<file path="src/rtl/core/tdtms_pkg.sv">
`timescale 1ns / 1ps

package tdtms_pkg;

	// Field widths fixed by the item layout
	localparam int ADC_W   = 12;
	localparam int GAIN_W  = 16;
	localparam int SUM_W   = 16;
	localparam int CNT_W   = 4;
	localparam int STAT_W  = 3;
	localparam int CIDX_W  = 8;
	localparam int CDATA_W = 16;

	// Samples that make one coordinate
	localparam logic [CNT_W-1:0] SAMPLES_PER_POINT = 4'd10;

	// Result status codes
	typedef enum logic [STAT_W-1:0] {
		ST_UP      = 3'd0,
		ST_STARTED = 3'd1,
		ST_ACCEPT  = 3'd2,
		ST_READY   = 3'd3,
		ST_DROPPED = 3'd4
	} status_t;

	// Debounce phases
	typedef enum logic [2:0] {
		PH_FREE    = 3'b001,
		PH_WAITING = 3'b010,
		PH_PRESSED = 3'b100
	} phase_t;

	// Register indexes on the configuration channel
	localparam logic [CIDX_W-1:0] REG_TOUCH_ENABLE   = 8'd0;
	localparam logic [CIDX_W-1:0] REG_SWAP_AXES      = 8'd1;
	localparam logic [CIDX_W-1:0] REG_X_GAIN         = 8'd2;
	localparam logic [CIDX_W-1:0] REG_X_OFFSET       = 8'd3;
	localparam logic [CIDX_W-1:0] REG_Y_GAIN         = 8'd4;
	localparam logic [CIDX_W-1:0] REG_Y_OFFSET       = 8'd5;
	localparam logic [CIDX_W-1:0] REG_DISPLAY_WIDTH  = 8'd6;
	localparam logic [CIDX_W-1:0] REG_DISPLAY_HEIGHT = 8'd7;

	// Register reset values
	localparam logic signed [GAIN_W-1:0] GAIN_RST   = 16'sd16384;
	localparam logic [ADC_W-1:0]         WIDTH_RST  = 12'd240;
	localparam logic [ADC_W-1:0]         HEIGHT_RST = 12'd320;

endpackage

</file>
<file path="src/rtl/core/tdtms_scale.sv">
`timescale 1ns / 1ps

module tdtms_scale #(
	parameter int GAIN_FRAC_BITS = 14
) (
	input  logic                                  clk,
	input  logic                                  en,
	input  logic        [tdtms_pkg::ADC_W-1:0]    filt,
	input  logic signed [tdtms_pkg::GAIN_W-1:0]   gain,
	input  logic signed [tdtms_pkg::GAIN_W-1:0]   offset,
	input  logic        [tdtms_pkg::ADC_W-1:0]    top,
	output logic        [tdtms_pkg::ADC_W-1:0]    pix
);

	localparam int PW = tdtms_pkg::ADC_W + 1 + tdtms_pkg::GAIN_W;
	localparam int QW = PW + 1;

	logic signed [PW-1:0] prod_s3;
	logic signed [QW-1:0] shifted;
	logic signed [QW-1:0] q;

	// Register the product of the trimmed mean and the signed gain
	always_ff @(posedge clk) begin
		if (en) begin
			prod_s3 <= PW'($signed({1'b0, filt})) * PW'(gain);
		end
	end

	// Floor shift, add offset, clamp to the display range
	always_comb begin
		shifted = QW'(prod_s3) >>> GAIN_FRAC_BITS;
		q       = shifted + QW'(offset);
		if (q < 0) begin
			pix = '0;
		end else if (q > $signed({{(QW-tdtms_pkg::ADC_W){1'b0}}, top})) begin
			pix = top;
		end else begin
			pix = q[tdtms_pkg::ADC_W-1:0];
		end
	end

endmodule

</file>
<file path="src/rtl/core/touch_debounce_trimmed_mean_scaler_core.sv">
`timescale 1ns / 1ps

// Resistive touch qualifier: debounce machine plus ten-sample trimmed mean.
// Input channel s_*: one word per tick (tuser 0) or converted sample pair
// (tuser 1). Output channel m_*: exactly one result word per input word,
// in order; tuser carries the status code.
// Configuration channel cfg_*: always ready, writes one register per
// handshake by index; indexes past the register list are ignored. Write it
// only while no word is in flight.
// Each word passes four register stages (state update, trimmed-mean subtract,
// gain multiply, offset and clamp).
// Throughput: one word per cycle while m_tready is high; each stage moves
// whenever the stage after it is empty or moving, so bubbles are squeezed out under back-pressure.
// Reset: debounce machine free, no collection, last pixels zero, registers
// at their reset values, pipeline empty.
// Stall: while m_tready is low the output word holds, the stages behind it
// fill up, and s_tready drops once all four are full.
module touch_debounce_trimmed_mean_scaler_core #(
	parameter int DEBOUNCE_TICKS = 2,
	parameter int ADC_BITS       = 12,
	parameter int GAIN_FRAC_BITS = 14
) (
	input  logic                                clk,
	input  logic                                arst_n,
	input  logic                                s_tvalid,
	output logic                                s_tready,
	input  logic [31:0]                         s_tdata,   // pen_down, sample_chan_d0, sample_chan_90
	input  logic                                s_tuser,   // cmd
	output logic                                m_tvalid,
	input  logic                                m_tready,
	output logic [47:0]                         m_tdata,   // filtered_x, filtered_y, pixel_x, pixel_y
	output logic [tdtms_pkg::STAT_W-1:0]        m_tuser,   // status
	input  logic                                cfg_valid,
	output logic                                cfg_ready,
	input  logic [tdtms_pkg::CIDX_W-1:0]        cfg_index,
	input  logic [tdtms_pkg::CDATA_W-1:0]       cfg_data
);

	localparam int AW   = tdtms_pkg::ADC_W;
	localparam int SW   = tdtms_pkg::SUM_W;
	localparam int CW   = tdtms_pkg::CNT_W;
	localparam int GW   = tdtms_pkg::GAIN_W;
	localparam int DCW  = $clog2(DEBOUNCE_TICKS + 2);
	localparam logic [AW-1:0]  AMASK    = AW'((1 << ADC_BITS) - 1);
	localparam logic [DCW-1:0] DB_TICKS = DCW'(DEBOUNCE_TICKS);
	localparam logic [CW-1:0]  LAST_IDX = tdtms_pkg::SAMPLES_PER_POINT - CW'(1);

	// Configuration registers
	logic                 enable_q;
	logic                 swap_q;
	logic signed [GW-1:0] x_gain_q;
	logic signed [GW-1:0] x_off_q;
	logic signed [GW-1:0] y_gain_q;
	logic signed [GW-1:0] y_off_q;
	logic [AW-1:0]        disp_w_q;
	logic [AW-1:0]        disp_h_q;

	// Block state
	tdtms_pkg::phase_t phase_q, n_phase;
	logic [DCW-1:0]    dcnt_q, n_dcnt;
	logic              collecting_q, n_collecting;
	logic [CW-1:0]     cnt_q, n_cnt;
	logic [SW-1:0]     sum_x_q, sum_y_q, n_sum_x, n_sum_y;
	logic [AW-1:0]     min_x_q, max_x_q, min_y_q, max_y_q;
	logic [AW-1:0]     n_min_x, n_max_x, n_min_y, n_max_y;
	logic [AW-1:0]     last_px_q, last_py_q;
	tdtms_pkg::status_t n_status;

	// Pipeline
	logic               v_s1, v_s2, v_s3, v_q;
	logic               r2, r3, r4;
	logic               acc;
	tdtms_pkg::status_t status_s1, status_s2, status_s3, status_q;
	logic [SW-1:0]      sum_x_s1, sum_y_s1;
	logic [AW:0]        mm_x_s1, mm_y_s1;
	logic [SW-1:0]      diff_x, diff_y;
	logic [AW-1:0]      fx_s2, fy_s2, fx_s3, fy_s3, fx_q, fy_q;
	logic [AW-1:0]      pix_x, pix_y;

	logic          pen;
	logic [AW-1:0] sd0, s90, vx, vy;

	assign cfg_ready = 1'b1;

	// Stage readiness: move when the next stage is empty or moving
	assign r4       = !v_q || m_tready;
	assign r3       = !v_s3 || r4;
	assign r2       = !v_s2 || r3;
	assign s_tready = !v_s1 || r2;
	assign acc      = s_tvalid && s_tready;

	assign pen = s_tdata[0];
	assign sd0 = s_tdata[12:1] & AMASK;
	assign s90 = s_tdata[24:13] & AMASK;
	assign vx  = swap_q ? s90 : sd0;
	assign vy  = swap_q ? sd0 : s90;

	// Write configuration registers
	always_ff @(posedge clk or negedge arst_n) begin
		if (!arst_n) begin
			enable_q <= 1'b0;
			swap_q   <= 1'b0;
			x_gain_q <= tdtms_pkg::GAIN_RST;
			x_off_q  <= '0;
			y_gain_q <= tdtms_pkg::GAIN_RST;
			y_off_q  <= '0;
			disp_w_q <= tdtms_pkg::WIDTH_RST;
			disp_h_q <= tdtms_pkg::HEIGHT_RST;
		end else if (cfg_valid) begin
			case (cfg_index)
				tdtms_pkg::REG_TOUCH_ENABLE:   enable_q <= cfg_data[0];
				tdtms_pkg::REG_SWAP_AXES:      swap_q   <= cfg_data[0];
				tdtms_pkg::REG_X_GAIN:         x_gain_q <= $signed(cfg_data);
				tdtms_pkg::REG_X_OFFSET:       x_off_q  <= $signed(cfg_data);
				tdtms_pkg::REG_Y_GAIN:         y_gain_q <= $signed(cfg_data);
				tdtms_pkg::REG_Y_OFFSET:       y_off_q  <= $signed(cfg_data);
				tdtms_pkg::REG_DISPLAY_WIDTH:  disp_w_q <= cfg_data[AW-1:0];
				tdtms_pkg::REG_DISPLAY_HEIGHT: disp_h_q <= cfg_data[AW-1:0];
				default: ;
			endcase
		end
	end

	// Next state for one accepted word: debounce step or sample accumulate
	always_comb begin
		n_phase      = phase_q;
		n_dcnt       = dcnt_q;
		n_collecting = collecting_q;
		n_cnt        = cnt_q;
		n_sum_x      = sum_x_q;
		n_sum_y      = sum_y_q;
		n_min_x      = min_x_q;
		n_max_x      = max_x_q;
		n_min_y      = min_y_q;
		n_max_y      = max_y_q;
		n_status     = tdtms_pkg::ST_UP;
		if (!s_tuser) begin
			if (enable_q) begin
				case (phase_q)
					tdtms_pkg::PH_WAITING: begin
						if (pen) begin
							if (dcnt_q >= DB_TICKS) begin
								n_dcnt  = DCW'(1);
								n_phase = tdtms_pkg::PH_PRESSED;
							end else begin
								n_dcnt = dcnt_q + DCW'(1);
							end
						end else begin
							n_dcnt  = DCW'(1);
							n_phase = tdtms_pkg::PH_FREE;
						end
					end
					tdtms_pkg::PH_PRESSED:
						n_phase = pen ? tdtms_pkg::PH_PRESSED : tdtms_pkg::PH_FREE;
					tdtms_pkg::PH_FREE:
						n_phase = pen ? tdtms_pkg::PH_WAITING : tdtms_pkg::PH_FREE;
					default: n_phase = tdtms_pkg::PH_FREE;
				endcase
			end
			if (enable_q && n_phase == tdtms_pkg::PH_PRESSED) begin
				n_collecting = 1'b1;
				n_cnt        = '0;
				n_sum_x      = '0;
				n_sum_y      = '0;
				n_min_x      = '0;
				n_max_x      = '0;
				n_min_y      = '0;
				n_max_y      = '0;
				n_status     = tdtms_pkg::ST_STARTED;
			end else begin
				n_collecting = 1'b0;
			end
		end else if (!collecting_q || !pen) begin
			n_collecting = 1'b0;
			n_status     = tdtms_pkg::ST_DROPPED;
		end else begin
			if (cnt_q == '0) begin
				n_min_x = vx;
				n_max_x = vx;
				n_min_y = vy;
				n_max_y = vy;
				n_sum_x = SW'(vx);
				n_sum_y = SW'(vy);
			end else begin
				if (vx < min_x_q) n_min_x = vx;
				if (vx > max_x_q) n_max_x = vx;
				if (vy < min_y_q) n_min_y = vy;
				if (vy > max_y_q) n_max_y = vy;
				n_sum_x = sum_x_q + SW'(vx);
				n_sum_y = sum_y_q + SW'(vy);
			end
			if (cnt_q >= LAST_IDX) begin
				n_collecting = 1'b0;
				n_cnt        = '0;
				n_status     = tdtms_pkg::ST_READY;
			end else begin
				n_cnt    = cnt_q + CW'(1);
				n_status = tdtms_pkg::ST_ACCEPT;
			end
		end
	end

	// Commit state on each accepted word
	always_ff @(posedge clk or negedge arst_n) begin
		if (!arst_n) begin
			phase_q      <= tdtms_pkg::PH_FREE;
			dcnt_q       <= DCW'(1);
			collecting_q <= 1'b0;
			cnt_q        <= '0;
			sum_x_q      <= '0;
			sum_y_q      <= '0;
			min_x_q      <= '0;
			max_x_q      <= '0;
			min_y_q      <= '0;
			max_y_q      <= '0;
		end else if (acc) begin
			phase_q      <= n_phase;
			dcnt_q       <= n_dcnt;
			collecting_q <= n_collecting;
			cnt_q        <= n_cnt;
			sum_x_q      <= n_sum_x;
			sum_y_q      <= n_sum_y;
			min_x_q      <= n_min_x;
			max_x_q      <= n_max_x;
			min_y_q      <= n_min_y;
			max_y_q      <= n_max_y;
		end
	end

	// Stage valid bits
	always_ff @(posedge clk or negedge arst_n) begin
		if (!arst_n) begin
			v_s1 <= 1'b0;
			v_s2 <= 1'b0;
			v_s3 <= 1'b0;
			v_q  <= 1'b0;
		end else begin
			if (s_tready) v_s1 <= s_tvalid;
			if (r2)       v_s2 <= v_s1;
			if (r3)       v_s3 <= v_s2;
			if (r4)       v_q  <= v_s3;
		end
	end

	// Stage 1: snapshot sums and min plus max
	always_ff @(posedge clk) begin
		if (s_tready) begin
			status_s1 <= n_status;
			sum_x_s1  <= n_sum_x;
			sum_y_s1  <= n_sum_y;
			mm_x_s1   <= {1'b0, n_min_x} + {1'b0, n_max_x};
			mm_y_s1   <= {1'b0, n_min_y} + {1'b0, n_max_y};
		end
	end

	// Stage 2: trimmed mean, zero unless the coordinate is complete
	assign diff_x = sum_x_s1 - SW'(mm_x_s1);
	assign diff_y = sum_y_s1 - SW'(mm_y_s1);

	always_ff @(posedge clk) begin
		if (r2) begin
			status_s2 <= status_s1;
			fx_s2     <= (status_s1 == tdtms_pkg::ST_READY) ? diff_x[AW+2:3] : '0;
			fy_s2     <= (status_s1 == tdtms_pkg::ST_READY) ? diff_y[AW+2:3] : '0;
		end
	end

	// Stage 3: gain product held inside the scalers
	always_ff @(posedge clk) begin
		if (r3) begin
			status_s3 <= status_s2;
			fx_s3     <= fx_s2;
			fy_s3     <= fy_s2;
		end
	end

	tdtms_scale #(
		.GAIN_FRAC_BITS(GAIN_FRAC_BITS)
	) u_scale_x (
		.clk    (clk),
		.en     (r3),
		.filt   (fx_s2),
		.gain   (x_gain_q),
		.offset (x_off_q),
		.top    (disp_w_q),
		.pix    (pix_x)
	);

	tdtms_scale #(
		.GAIN_FRAC_BITS(GAIN_FRAC_BITS)
	) u_scale_y (
		.clk    (clk),
		.en     (r3),
		.filt   (fy_s2),
		.gain   (y_gain_q),
		.offset (y_off_q),
		.top    (disp_h_q),
		.pix    (pix_y)
	);

	// Output word; the last pixel pair advances only with a complete coordinate
	always_ff @(posedge clk) begin
		if (r4) begin
			status_q <= status_s3;
			fx_q     <= fx_s3;
			fy_q     <= fy_s3;
		end
	end

	always_ff @(posedge clk or negedge arst_n) begin
		if (!arst_n) begin
			last_px_q <= '0;
			last_py_q <= '0;
		end else if (r4 && v_s3 && status_s3 == tdtms_pkg::ST_READY) begin
			last_px_q <= pix_x;
			last_py_q <= pix_y;
		end
	end

	assign m_tvalid = v_q;
	assign m_tuser  = status_q;
	assign m_tdata  = {last_py_q, last_px_q, fy_q, fx_q};

	// A collection only runs while the debounce machine is pressed
	a_collect_pressed: assert property (@(posedge clk) disable iff (!arst_n)
		collecting_q |-> phase_q == tdtms_pkg::PH_PRESSED)
		else $error("collection active outside pressed phase");

	// The sample counter never reaches the point size
	a_cnt_range: assert property (@(posedge clk) disable iff (!arst_n)
		cnt_q < tdtms_pkg::SAMPLES_PER_POINT)
		else $error("sample counter out of range");

	// Filtered fields are zero unless a coordinate is reported
	a_filt_zero: assert property (@(posedge clk) disable iff (!arst_n)
		m_tvalid && m_tuser != tdtms_pkg::ST_READY |-> m_tdata[2*AW-1:0] == '0)
		else $error("filtered value leaked on non-coordinate word");

	// A reported coordinate lies inside the display
	a_pix_clamp: assert property (@(posedge clk) disable iff (!arst_n)
		m_tvalid && m_tuser == tdtms_pkg::ST_READY |->
		m_tdata[3*AW-1:2*AW] <= disp_w_q && m_tdata[4*AW-1:3*AW] <= disp_h_q)
		else $error("pixel coordinate beyond display size");

endmodule
</file>
<file path="config.mk">
export PLATFORM = sky130hd
export DESIGN_NAME = touch_debounce_trimmed_mean_scaler_core
export DESIGN_NICKNAME = d
export VERILOG_FILES = /design/src/rtl/core/tdtms_pkg.sv /design/src/rtl/core/tdtms_scale.sv /design/src/rtl/core/touch_debounce_trimmed_mean_scaler_core.sv
export SDC_FILE = /design/constraint.sdc
export NUM_CORES = 2
export LEC_CHECK = 0
export BUFFER_PORTS_ARGS = -buffer_cell sky130_fd_sc_hd__buf_2
export CORE_MARGIN = 4
export CORE_UTILIZATION = 55
export DETAILED_ROUTE_END_ITERATION = 8
export PLACE_DENSITY = 0.72
export SLEW_MARGIN = 20
export SYNTH_ARGS = -nofsm -noshare
export SYNTH_HDL_FRONTEND = slang
export SYNTH_SLANG_ARGS = --single-unit
</file>
<file path="constraint.sdc">
create_clock -name clk -period 6.95 [get_ports clk]
set_clock_uncertainty 0.2 [all_clocks]
set_input_delay 1.39 -clock clk [delete_from_list [all_inputs] [get_ports clk]]
set_output_delay 1.39 -clock clk [all_outputs]
set_load 0.02 [all_outputs]
</file>
==> qor.csv <==
stage,metric,value,unit
setup_path,crit_family,adder cells,
sta,slew_viol_final,0,
logic_synthesis,synth_edf_count,170,
sta,hold-worst-slack,0.2126,ns
detailed_routing,wl,80980,um
die,die_x,260.8,um
die,start_util,0.5563,
clock_network,clk_pin_slew,0.06,ns
detailed_routing,vias_per_cell,5.539,
die,std_cell_rows,92,
clock_network,clockBufferDepth,3,
logic_synthesis,synthMuxAreaShare,0.04751,
worst_hold_path,min_path_type,flop to flop,
global_route,antenna_found_initial,1,
logic_synthesis,synth_xor_area_frac,0.02392,
clock_network,cts_resized,0,
logic_synthesis,syn_nets,4297,
sta,fmax,0.1512,GHz
detailed_routing,final_antenna_net_count,0,
sta,worst_slew_pin_slew,1.053,ns
setup_path,crit_chain,nand2_1 > fa_1 > fa_1 > inv_1 > fa_1 > fa_1 > inv_1 > fa_1 > inv_1 > ha_1 > a21o_1 > a2111oi_0 > a21oi_1 > a41oi_1 > o31ai_1 > o41a_1 > a21oi_1 > xnor2_1,
sta,rsz0062_at_grt,no,
setup_path,setup.worst_path.end_class,flop,
power,ir_drop,174.9,uV
logic_synthesis,yosys_warnings,0,
die,dieArea,0.06803,mm2
global_route,grt_max_degree,84,
placement,place.gp.congestion,0.8786,
global_route,track_usage,0.2448,
flow_run,cap_violations,0,
setup_path,crit_path_frequent_cell,fa_1,
sta,setup_viol,0,
layout,fillCellCount,5243,
sta,period_needed,6.614,ns
die,pin_count,116,
logic_synthesis,synthArstFlopShare,0.5479,
detailed_routing,vias,25200,
placement,portBuffers,107,
layout,area_growth,8.734,%
sta,tns,0,ns
logic_synthesis,seq_area_frac_synth,0.2922,
clock_network,cts_tree,done,
logic_synthesis,synth_top_area_cell,fa_1,
logic_synthesis,synth-compound-area-share,0.1126,
sta,finalCritPeriodShare,0.9516,
setup_path,cpPeakStageDelay,0.86,ns
detailed_routing,drc_errors,0,
logic_synthesis,synth-simple-area-share,0.1285,
clock_network,numCtsBuffers,45,
setup_path,cp.arrival,6.74,ns
global_route,grt_pass1_vias,26290,
clock_network,post_cts_buffers,0,
logic_synthesis,ys_top_cells_by_area,"fa_1, edfxtp_1, dfrtp_1, ha_1, inv_1",
detailed_routing,drt-pass1-iter-count,5,
clock_network,insertion_delay,0.58,ns
logic_synthesis,ys_ff_latch,376,
setup_path,start_kind,flop,
detailed_routing,wl_per_cell,17.80,um
status,run_status,"finished, final reports clean",
clock_network,clock_sinks,376,
global_route,grt_pass1_wl,133900,um
placement,dp_hpwl,61270,um
clock_network,cts_hold_buf,0,
layout,drive_above_1_share,0.1061,
power,powerDensity,184.7,mW/mm2
logic_synthesis,yosysTopAreaCellShare,0.2050,
detailed_routing,drt_iter0_markers,1487,
logic_synthesis,synthAdderAreaFrac,0.3128,
logic_synthesis,postSynthAreaPerCell,9.842,um2
logic_synthesis,synthCells,3572,
clock_network,h-tree-depth,2,
logic_synthesis,synth-main-ff-cell,dfrtp_1,
logic_synthesis,yosysUniqueCellTypes,94,
layout,postLayoutCoreUtil,0.6049,
global_route,overflow,0,
power,p_leak,19.28,nW
setup_path,crit_buf_inv,3,
clock_network,root_buffer,clkbuf_16,
layout,multi_input_area,0.02201,mm2
die,fp.dieH,260.8,um
setup_path,crit_type,flop to flop,
layout,final_nets,4392,
setup_path,cp_data_required_time,7.08,ns
sta,slew-limit-headroom,0.2926,
sta,hold_violations,0,
logic_synthesis,syn-cell-area,0.03516,mm2
logic_synthesis,synth_top_family_by_area,adder cells,
layout,diodes,0,
setup_path,cp_slowest_cell,edfxtp_1,
layout,regArea,0.01027,mm2
setup_path,path_max_fanout,17,
die,design.core.area,0.06320,mm2
==> state kept, by name, summed over array words and instances, names as in the netlist, 13 cells and up <==
| signal | count |
|---|---|
| x_gain_q | 16 |
| sum_x_q | 15 |
| y_off_q | 16 |
| sum_y_s1 | 15 |
| mm_x_s1 | 13 |
| sum_y_q | 15 |
| mm_y_s1 | 13 |
| x_off_q | 16 |
| y_gain_q | 16 |
| u_scale_y.prod_s3 | 15 |
| sum_x_s1 | 15 |
| u_scale_x.prod_s3 | 15 |
==> logic make-up (layout without fill, tap and decap cells) <==
logic type | Yosys count | after routing
compound gates | 585 | 585
xor+xnor | 96 | 96
fa+ha+maj | 663 | 663
buf+inv | 764 | 895
flops | 376 | 376
mux | 153 | 153
other cells | 1 | 1
simple gates | 934 | 934
==> per-stage QoR <==
step / total power, W / cells / cell area [um2] / setup slack, ns
floorplan: 0.004183 / 3572 / 35160 / 0.8836
global placement: 0.004696 / 4466 / 36770 / 0.4291
detailed placement: 0.004745 / 4466 / 36770 / 0.3682
CTS: 0.007119 / 4549 / 38220 / 0.3327
global route: 0.007481 / 4549 / 38230 / 0.007295
finish: 0.007059 / 4549 / 38230 / 0.3365
==> metal layers <==
metal	vias up	wire, um	track usage
met5	-	0	0
met4	0	3109	0.09065
met3	171	4928	0.03639
met2	701	37700	0.4047
met1	12350	35230	0.3298
li1	11980	-	-
==> synthesized netlist by cell type, drive strengths merged, types with 5 or more instances <==
master and count:
clkbuf 108, a22oi 10, o211ai 14, o41ai 5, mux2i 55, nor2b 27
nand2b 28, buf 16, or3 13, mux2 98, o21bai 9, a21oi 104
nand3 55, a21o 52, ha 303, o311ai 12, nor3b 6, and3 11
o21ai 161, or2 7, dfrtp 196, a31oi 19, o31a 7, xnor2 69
dfstp 10, o21a 26, inv 640, nor4 5, a211oi 18, a21boi 12
and2 186, nor3 39, nand2 366, a22o 53, nand3b 10, xor2 27
o22ai 23, o2bb2ai 12, a31o 5, nand4 18, nor2 154, edfxtp 170
fa 360
==> final timing paths <==
check | startpoint | endpoint | slack (ns) | cells after the start
worst max-delay path | fx_s2[5] | u_scale_x.prod_s3[28] | 0.34 | 18
worst min-delay path | fy_s3[9] | fy_q[9] | 0.21 | 0
worst max register to register | fx_s2[5] | u_scale_x.prod_s3[28] | 0.34 | 18
worst min register to register | fy_s3[9] | fy_q[9] | 0.21 | 0
max in group asynchronous | arst_n | last_py_q[6] | 4.55 | 2
min in group asynchronous | arst_n | max_x_q[4] | 0.64 | 1
==> cell usage in the layout (no fill, tap or decap), types with 104 or more instances in the layout <==
cell,netlist,final
inv_1,638,638
nand2_1,365,364
fa_1,360,360
ha_1,303,303
dfrtp_1,196,196
and2_1,186,186
edfxtp_1,170,170
nor2_1,153,153
o21ai_0,129,128
buf_2,7,106
a21oi_1,104,104
==> area by class of cell <==
type	instances	area share
multi-input combinational	2432	0.5758
sequential	376	0.2687
inverter	640	0.06284
clock buffer	57	0.03145
tap	846	0.02769
timing repair buffer	172	0.02704
clock inverter	26	0.006481
==> power breakdown <==
part	internal [W]	total [W]	switching, W
sequential	0.00264	0.00286	0.000220
combinational	0.000745	0.00187	0.00112
clock	0.00135	0.00234	0.000988
total	0.00473	0.00706	0.00233
Note: power is estimated with default switching activity, not from simulation.
